<file path="src/hdl/mres_pkg.sv">
// package for the multiplexed rotary encoder scanner
// types, codes and the slot order table shared by the scanner modules
// no dependencies
`default_nettype none

package mres_pkg;

  // number of physical channels that the order table reaches
  localparam int unsigned CH_DEPTH = 8;
  localparam int unsigned CH_W     = 3;
  localparam int unsigned POS_W    = 15;
  localparam int unsigned STROBE_W = 8;
  localparam int unsigned STAMP_W  = 32;
  localparam int unsigned WIN_W    = 16;
  localparam int unsigned MAXR_W   = 63;
  localparam int unsigned CFG_IDX_W = 2;

  // register indexes
  localparam logic [CFG_IDX_W-1:0] CFG_STROBE_COUNT = 2'd0;
  localparam logic [CFG_IDX_W-1:0] CFG_SW_WINDOW    = 2'd1;
  localparam logic [CFG_IDX_W-1:0] CFG_MAX_LOW      = 2'd2;
  localparam logic [CFG_IDX_W-1:0] CFG_MAX_HIGH     = 2'd3;

  // reset values
  localparam logic [STROBE_W-1:0] STROBE_COUNT_RST  = 8'd3;
  localparam logic [WIN_W-1:0]    SW_WINDOW_RST     = 16'd50;
  localparam logic [MAXR_W-1:0]   MAX_RST = 63'h7FFF_7FFF_7FFF_7FFF;
  localparam logic [POS_W-1:0]    POS_CLIP = 15'h7FFF;

  // moved codes
  localparam logic [1:0] MOVED_NONE = 2'd0;
  localparam logic [1:0] MOVED_UP   = 2'd1;
  localparam logic [1:0] MOVED_DOWN = 2'd2;

  typedef struct packed {
    logic                prev_clock;
    logic [STROBE_W-1:0] strobe;
    logic                sw_deb;
    logic [STAMP_W-1:0]  sw_stamp;
    logic [POS_W-1:0]    pos;
  } chan_state_t;

  typedef struct packed {
    logic [STROBE_W-1:0] strobe_count;
    logic [WIN_W-1:0]    sw_window;
    logic [POS_W-1:0]    lane_max;
  } chan_cfg_t;

  // mux slot to physical channel
  function automatic logic [CH_W-1:0] order_map(input logic [CH_W-1:0] slot);
    logic [CH_W-1:0] ch;
    unique case (slot)
      3'd0:    ch = 3'd6;
      3'd1:    ch = 3'd7;
      3'd2:    ch = 3'd0;
      3'd3:    ch = 3'd1;
      3'd4:    ch = 3'd2;
      3'd5:    ch = 3'd5;
      3'd6:    ch = 3'd4;
      default: ch = 3'd3;
    endcase
    return ch;
  endfunction

endpackage

`default_nettype wire

</file>
<file path="src/hdl/mres_chan_update.sv">
// next-state logic for one encoder channel: switch debounce, clock edge qualification and position count
// depends on mres_pkg
`default_nettype none

module mres_chan_update
  import mres_pkg::*;
(
  input  chan_state_t        cur,
  input  chan_cfg_t          cfg,
  input  logic               clk_level,
  input  logic               data_level,
  input  logic               switch_level,
  input  logic [STAMP_W-1:0] now_ms,
  output chan_state_t        nxt,
  output logic [1:0]         moved,
  output logic               toggled
);

  logic [STAMP_W-1:0]  elapsed;
  logic [POS_W:0]      pos_inc;
  logic [STROBE_W-1:0] strobe_inc;

  assign elapsed    = now_ms - cur.sw_stamp;
  assign pos_inc    = {1'b0, cur.pos} + {{POS_W{1'b0}}, 1'b1};
  assign strobe_inc = cur.strobe + {{(STROBE_W-1){1'b0}}, 1'b1};

  always_comb begin
    nxt     = cur;
    moved   = MOVED_NONE;
    toggled = 1'b0;

    // switch accepted only once the window since the last change has passed
    if (cur.sw_deb != switch_level &&
        elapsed > {{(STAMP_W-WIN_W){1'b0}}, cfg.sw_window}) begin
      nxt.sw_deb   = ~cur.sw_deb;
      nxt.sw_stamp = now_ms;
      toggled      = 1'b1;
    end

    if (clk_level == cur.prev_clock) begin
      if (cur.strobe < cfg.strobe_count) nxt.strobe = strobe_inc;
    end else if (cur.strobe < cfg.strobe_count) begin
      nxt.strobe = '0;
    end else if (cur.strobe == cfg.strobe_count) begin
      // first strobe at the top of the count, steps one past it
      nxt.strobe = strobe_inc;
    end else begin
      // confirmed edge
      nxt.prev_clock = clk_level;
      nxt.strobe     = '0;
      if (~clk_level ^ data_level) begin
        if (cur.pos != '0) nxt.pos = cur.pos - {{(POS_W-1){1'b0}}, 1'b1};
        moved = MOVED_DOWN;
      end else begin
        if (pos_inc <= {1'b0, cfg.lane_max}) nxt.pos = pos_inc[POS_W-1:0];
        moved = MOVED_UP;
      end
    end
  end

endmodule

`default_nettype wire

</file>
<file path="src/hdl/muxed_rotary_encoder_scanner.sv">
// top level of the multiplexed rotary encoder scanner
// depends on mres_pkg and mres_chan_update
//
// Takes one scan sample word per cycle on the in_ stream, unless the output stalls, and
// returns one result word per sample on the out_ stream, in order. A sample is held in an
// input register; from there the channel state is read, updated by mres_chan_update and
// written back while the result is captured in the output register, so throughput is one
// word per cycle unless stalled, limited only by the single read-modify-write of the
// per-channel state. Back-to-back samples on the same channel see the updated state with
// no hazard. While a result waits, input is taken only into an empty input register.
// Slots at or above CHANNELS are reported with the channel's stored state and no movement.
// Configuration writes through cfg_ take effect at once and belong to idle periods.
`default_nettype none

module muxed_rotary_encoder_scanner
  import mres_pkg::*;
#(
  parameter int unsigned CHANNELS = 8
) (
  input  wire logic                 clk,
  input  wire logic                 rst_n,
  // input words
  input  wire logic                 in_tvalid,
  output      logic                 in_tready,
  // mux_slot[2:0], clk_level[3], data_level[4], switch_level[5], now_ms[37:6], zero fill
  input  wire logic [39:0]          in_tdata,
  // result words
  output      logic                 out_tvalid,
  input  wire logic                 out_tready,
  // channel[2:0], position[17:3], moved[19:18], switch_state[20], switch_toggled[21], fill
  output      logic [23:0]          out_tdata,
  // configuration writes
  input  wire logic                 cfg_we,
  input  wire logic [CFG_IDX_W-1:0] cfg_index,
  input  wire logic [MAXR_W-1:0]    cfg_wdata
);

  // configuration registers
  logic [STROBE_W-1:0] strobe_count_r;
  logic [WIN_W-1:0]    sw_window_r;
  logic [MAXR_W-1:0]   max_low_r;
  logic [MAXR_W-1:0]   max_high_r;

  always_ff @(posedge clk) begin
    if (!rst_n) begin
      strobe_count_r <= STROBE_COUNT_RST;
      sw_window_r    <= SW_WINDOW_RST;
      max_low_r      <= MAX_RST;
      max_high_r     <= MAX_RST;
    end else if (cfg_we) begin
      unique case (cfg_index)
        CFG_STROBE_COUNT: strobe_count_r <= cfg_wdata[STROBE_W-1:0];
        CFG_SW_WINDOW:    sw_window_r    <= cfg_wdata[WIN_W-1:0];
        CFG_MAX_LOW:      max_low_r      <= cfg_wdata;
        CFG_MAX_HIGH:     max_high_r     <= cfg_wdata;
        default: ;
      endcase
    end
  end

  // input register
  logic               in_valid_r;
  logic [CH_W-1:0]    slot_r;
  logic               clk_lvl_r;
  logic               data_lvl_r;
  logic               sw_lvl_r;
  logic [STAMP_W-1:0] now_r;
  logic               out_valid_r;
  logic               advance;

  // the input register moves on whenever the output register is free or being drained
  assign advance   = !out_valid_r || out_tready;
  assign in_tready = !in_valid_r || advance;

  always_ff @(posedge clk) begin
    if (!rst_n) begin
      in_valid_r <= 1'b0;
    end else if (in_tready) begin
      in_valid_r <= in_tvalid;
    end
  end

  always_ff @(posedge clk) begin
    if (in_tready && in_tvalid) begin
      slot_r     <= in_tdata[2:0];
      clk_lvl_r  <= in_tdata[3];
      data_lvl_r <= in_tdata[4];
      sw_lvl_r   <= in_tdata[5];
      now_r      <= in_tdata[37:6];
    end
  end

  // per-channel state, indexed by physical channel
  chan_state_t st_r [CH_DEPTH];

  logic [CH_W-1:0] ch;
  logic            slot_ok;
  logic            fire;
  logic [63:0]     max_word;
  logic [15:0]     lane_raw;
  chan_cfg_t       ccfg;
  chan_state_t     cur;
  chan_state_t     nxt;
  logic [1:0]      moved;
  logic            toggled;

  assign ch      = order_map(slot_r);
  assign slot_ok = 32'(slot_r) < CHANNELS;
  assign fire    = in_valid_r && advance;
  assign cur     = st_r[ch];

  // lane maximum of the channel, clipped to the position range
  assign max_word = {1'b0, (ch[2] ? max_high_r : max_low_r)};
  assign lane_raw = max_word[{ch[1:0], 4'b0000} +: 16];

  assign ccfg.strobe_count = strobe_count_r;
  assign ccfg.sw_window    = sw_window_r;
  assign ccfg.lane_max     = lane_raw[15] ? POS_CLIP : lane_raw[POS_W-1:0];

  mres_chan_update u_update (
    .cur          (cur),
    .cfg          (ccfg),
    .clk_level    (clk_lvl_r),
    .data_level   (data_lvl_r),
    .switch_level (sw_lvl_r),
    .now_ms       (now_r),
    .nxt          (nxt),
    .moved        (moved),
    .toggled      (toggled)
  );

  always_ff @(posedge clk) begin
    if (!rst_n) begin
      for (int i = 0; i < CH_DEPTH; i++) begin
        st_r[i].prev_clock <= 1'b1;
        st_r[i].strobe     <= '0;
        st_r[i].sw_deb     <= 1'b0;
        st_r[i].sw_stamp   <= '0;
        st_r[i].pos        <= '0;
      end
    end else if (fire && slot_ok) begin
      st_r[ch] <= nxt;
    end
  end

  // output register
  logic [CH_W-1:0]  out_ch_r;
  logic [POS_W-1:0] out_pos_r;
  logic [1:0]       out_moved_r;
  logic             out_sw_r;
  logic             out_tog_r;

  always_ff @(posedge clk) begin
    if (!rst_n) begin
      out_valid_r <= 1'b0;
    end else if (advance) begin
      out_valid_r <= in_valid_r;
    end
  end

  always_ff @(posedge clk) begin
    if (fire) begin
      out_ch_r    <= ch;
      out_pos_r   <= slot_ok ? nxt.pos : cur.pos;
      out_moved_r <= slot_ok ? moved : MOVED_NONE;
      out_sw_r    <= slot_ok ? nxt.sw_deb : cur.sw_deb;
      out_tog_r   <= slot_ok && toggled;
    end
  end

  assign out_tvalid = out_valid_r;
  assign out_tdata  = {2'b00, out_tog_r, out_sw_r, out_moved_r, out_pos_r, out_ch_r};

  // a sample taken into the update stage always yields a result next cycle
  a_fire_gives_result: assert property (@(posedge clk) disable iff (!rst_n)
    fire |=> out_valid_r)
    else $error("processed sample produced no result");

  // an ignored slot never reports movement or a switch change
  a_skip_quiet: assert property (@(posedge clk) disable iff (!rst_n)
    (fire && !slot_ok) |=> (out_moved_r == MOVED_NONE && !out_tog_r))
    else $error("ignored slot reported activity");

  // with the output register empty the input side must be open
  a_ready_when_empty: assert property (@(posedge clk) disable iff (!rst_n)
    !out_valid_r |-> in_tready)
    else $error("input stalled with empty output register");

  // a toggle in the result means the stored switch state flipped
  a_toggle_flips: assert property (@(posedge clk) disable iff (!rst_n)
    (fire && slot_ok && toggled) |=> (st_r[$past(ch)].sw_deb != $past(cur.sw_deb)))
    else $error("switch toggle without state change");

endmodule

`default_nettype wire
</file>
<file path="config.mk">
export PLATFORM = sky130hd
export DESIGN_NAME = muxed_rotary_encoder_scanner
export DESIGN_NICKNAME = d
export VERILOG_FILES = /design/src/hdl/mres_pkg.sv /design/src/hdl/mres_chan_update.sv /design/src/hdl/muxed_rotary_encoder_scanner.sv
export SDC_FILE = /design/constraint.sdc
export NUM_CORES = 1
export LEC_CHECK = 0
export BUFFER_PORTS_ARGS = -buffer_cell sky130_fd_sc_hd__clkbuf_2
export CORE_UTILIZATION = 40
export DETAILED_ROUTE_END_ITERATION = 6
export HOLD_SLACK_MARGIN = 0.15
export PLACE_DENSITY = 0.64
export SYNTH_ARGS = -nofsm -noshare
export SYNTH_HDL_FRONTEND = slang
export SYNTH_SLANG_ARGS = --single-unit
</file>
<file path="constraint.sdc">
create_clock -name clk -period 7.4 [get_ports clk]
set_clock_uncertainty 0.2 [all_clocks]
set_input_delay 0.74 -clock clk [delete_from_list [all_inputs] [get_ports clk]]
set_output_delay 0.74 -clock clk [all_outputs]
set_load 0.03 [all_outputs]
</file>
==> results.cfg <==
[outcome]
status = completed

[global_route]
grt_pass1_wl_um = 148000
grt_pass1_vias = 23900
overflow = 0
top_usage_layer = met2
grt_usage = 0.229
grt_max_degree = 72
met2_usage = 0.377
antenna_found_initial = 0
grtUsageMet1 = 0.317
use_met3 = 0.0268

[drt]
drt-wirelength-per-cell_um = 22.7
vias_per_cell = 5.73
first_iter_violations = 2885
drtPass1Iterations = 6
drc = 0
wl_um = 98700
ant_nets = 0
vias = 25000

[placement]
gp_congestion = 0.898
hpwlAfterDp_um = 59600
port_buffers = 131
dpl.cell_count = 4148

[power]
p_switching_mw = 2.62
internal-power_mw = 6.77
pwr-share-clk = 0.373
total_power_mw = 9.39
combPwrFrac = 0.172
power_density_nw_per_um2 = 243
p_leak_nw = 14.6
switching_share = 0.279
ir_drop_mv = 0.178
seqPwrFrac = 0.455

[logic_synthesis]
synth_top_area_frac = 0.465
synth_top_cells_by_count = edfxtp_1, nand2_1, nor2_1
synth_area_sq_um = 33300
ys_warn_count = 0
ys_async_sr_fraction = 0
yosysSeqAreaShare = 0.557
netlist_instances = 3057
ys_types = 96
yosys_most_used_dff = edfxtp_1
synth.most_common_cell = edfxtp_1
synth_area_leaders = edfxtp_1, dfxtp_1, nand2_1
synth_edf_count = 516
synth-seq-cells = 668
synth_area_leader_cell = edfxtp_1
avgSynthCellArea_sq_um = 10.9

[cts]
cts_buffer_depth = 3
cts_tree = yes
clk_pin_slew_ps = 60
root_buffer = clkbuf_16
htreeDepth = 3
cts_made_buffers = 69
clock_latency_ps = 640
cts.sinks = 668

[floorplanning]
rows = 105
die_area_sq_um = 84400
io-pin-count = 136
initial_core_util = 0.405
die_height_um = 291
die-width_um = 291
core_area_sq_um = 82200

[worst_setup_path]
cp_common_cell = nand4_1
path_buf_inv = 4
start_kind = flop
slowest_stage = o21ai_0
r2r_cells = 26
r2r-end = st_r[1][26]$_SDFFCE_PN0P_
critPathMaxStageDelay_ps = 610
arrival_ps = 7280
timing.rr.start = slot_r[0]$_DFFE_PP_
worstPathRequired_ps = 7530
path_max_fanout = 42
path_class = flop to flop
cp_top_family = simple AND/OR/NAND/NOR gates
ff2ff_setup_slack_ps = 250
worstSetupEndpointType = flop

[cells_and_area]
antenna_cells = 0
final_layout_size_suffix_gt1_frac = 0.212
syn2layout_area_growth_pct = 16.0
final_cell_count_no_fill = 4356
fin_nets = 3414

[run]
maxCapViolCount = 0

[min_path]
hold_start = cfg_wdata[53]
hold_depth = 3
whs_endpoint = max_high_r[53]$_SDFFE_PN1P_
holdCritPathClass = input pin to flop

[sta]
finalSetupViolations = 0
fmax_mhz = 140
slew_headroom = 0.204
fin_tns_setup_ps = 0
fin_crit_sh = 0.966
fin_crit_ps = 7150
worst_pin_slew_ps = 1190
hold_viol_final = 0
maxSlewViolCount = 0
## kinds of logic after synthesis
logic type               count (synthesis)  share of synthesized area
other                                    1                   0.000113
multiplexers                           195                     0.0801
AO/OA/AOI/OAI                          506                      0.108
adder cells (fa/ha/maj)                 73                     0.0277
AND/OR/NAND/NOR                       1258                      0.175
flip-flops                             668                      0.557
XOR/XNOR                                50                     0.0134
buffers and inverters                  306                     0.0383
## flip-flops by register name, summed over array words and instances, names as in the netlist, 2 cells and up
signal	cells
st_r	456
out_ch_r	3
out_moved_r	2
now_r	32
sw_window_r	16
strobe_count_r	8
slot_r	3
max_high_r	63
max_low_r	63
out_pos_r	15
## worst max path at each step
stage	startpoint	to	depth (start not counted)
finish	slot_r[0]$_DFFE_PP_	st_r[1][26]$_SDFFCE_PN0P_	26
detailed placement	slot_r[0]$_DFFE_PP_	st_r[1][40]$_SDFFCE_PN0P_	25
global placement	slot_r[0]$_DFFE_PP_	st_r[5][45]$_SDFFCE_PN0P_	25
floorplan	slot_r[0]$_DFFE_PP_	st_r[0][34]$_SDFFCE_PN0P_	31
global route	slot_r[0]$_DFFE_PP_	st_r[1][26]$_SDFFCE_PN0P_	26
CTS	slot_r[0]$_DFFE_PP_	st_r[1][40]$_SDFFCE_PN0P_	25
## routing by layer
layer	vias to the layer above	wire [um]
met5	-	0
met4	0	2360
met3	153	7610
met2	1050	46900
met1	12300	41800
li1	11400	-
## metrics by stage
| stage | setup slack, ps | instance area [sq um] | hold WS (ps) | utilization |
|---|---|---|---|---|
| floorplan | 93.9 | 33300 | 235 | - |
| global placement | 306 | 35500 | 247 | 0.431 |
| detailed placement | 264 | 35500 | 251 | 0.431 |
| CTS | 217 | 38400 | 151 | 0.467 |
| global route | -0.290 | 38600 | 170 | 0.469 |
| finish | 249 | 38600 | 174 | 0.469 |
## cells in the final DEF (no fill, tap or decap), types with 13 or more instances in the layout
master / Yosys / layout
a21boi_0: 21 / 21
nor3_1: 56 / 56
a21o_1: 34 / 34
mux2_2: 63 / 63
nand3_1: 158 / 154
nand4_1: 33 / 33
o22ai_1: 18 / 18
ha_1: 72 / 72
o21a_1: 15 / 15
mux2i_4: 17 / 17
a21oi_1: 104 / 103
dfxtp_1: 152 / 152
edfxtp_1: 516 / 516
mux4_2: 29 / 29
clkbuf_2: 0 / 130
buf_4: 10 / 97
clkinv_2: 0 / 18
clkbuf_16: 0 / 70
o221ai_1: 14 / 14
a221oi_1: 33 / 31
nor2_2: 152 / 153
o211ai_1: 13 / 13
nor2_1: 347 / 344
xnor2_1: 30 / 29
inv_1: 89 / 87
o21ai_1: 15 / 15
nand2_1: 392 / 381
dlygate4sd3_1: 0 / 74
mux2i_1: 73 / 73
nor3b_1: 16 / 15
buf_12: 0 / 18
a211oi_1: 24 / 23
a22oi_1: 30 / 30
xor2_1: 19 / 19
a222oi_1: 17 / 17
or3_1: 15 / 15
o21ai_0: 85 / 84
nor2b_1: 18 / 16
## power groups by stage
stage               sequential [mW]  clock [mW]  combinational (mW)
finish                         4.27        3.50                1.62
global route                   4.29        3.68                1.74
CTS                            4.27        3.55                1.57
detailed placement             4.35           0                1.53
global placement               4.35           0                1.51
floorplan                      4.34           0                1.02
## cell type report
class | instances | area [sq um]
sequential | 668 | 18500
multi-input combinational | 2084 | 13700
timing repair buffer | 319 | 2480
fill | 7532 | 43600
clock inverter | 46 | 447
tap | 1070 | 1340
inverter | 89 | 334
clock buffer | 80 | 1800
## worst register-to-register path, cell delays in order, from the launching register on
cell	delay, ps
edfxtp_1	580
buf_4	240
nor2b_4	130
buf_12	310
a221oi_1	160
o21ai_0	610
inv_1	130
ha_1	420
nand4_1	190
nor3_1	290
nand4_1	120
o2bb2ai_1	220
nor2_1	120
xnor2_1	180
ha_1	310
nand4_1	130
or4_1	560
a21oi_1	130
nor3_1	60
nor2_1	250
a21oi_1	100
o2111ai_1	180
a2111oi_4	100
a31oi_4	260
buf_12	280
mux2i_4	510
nor2_2	70
## what timing repair did
action | CTS | global route
resized for setup | 0 | 4
buffers inserted | 0 | 8
endpoints found under the setup margin | 0 | 256
hold buffers | 74 | 0
hold endpoints to repair | 106 | 0
Power figures use the tool's default switching activity.
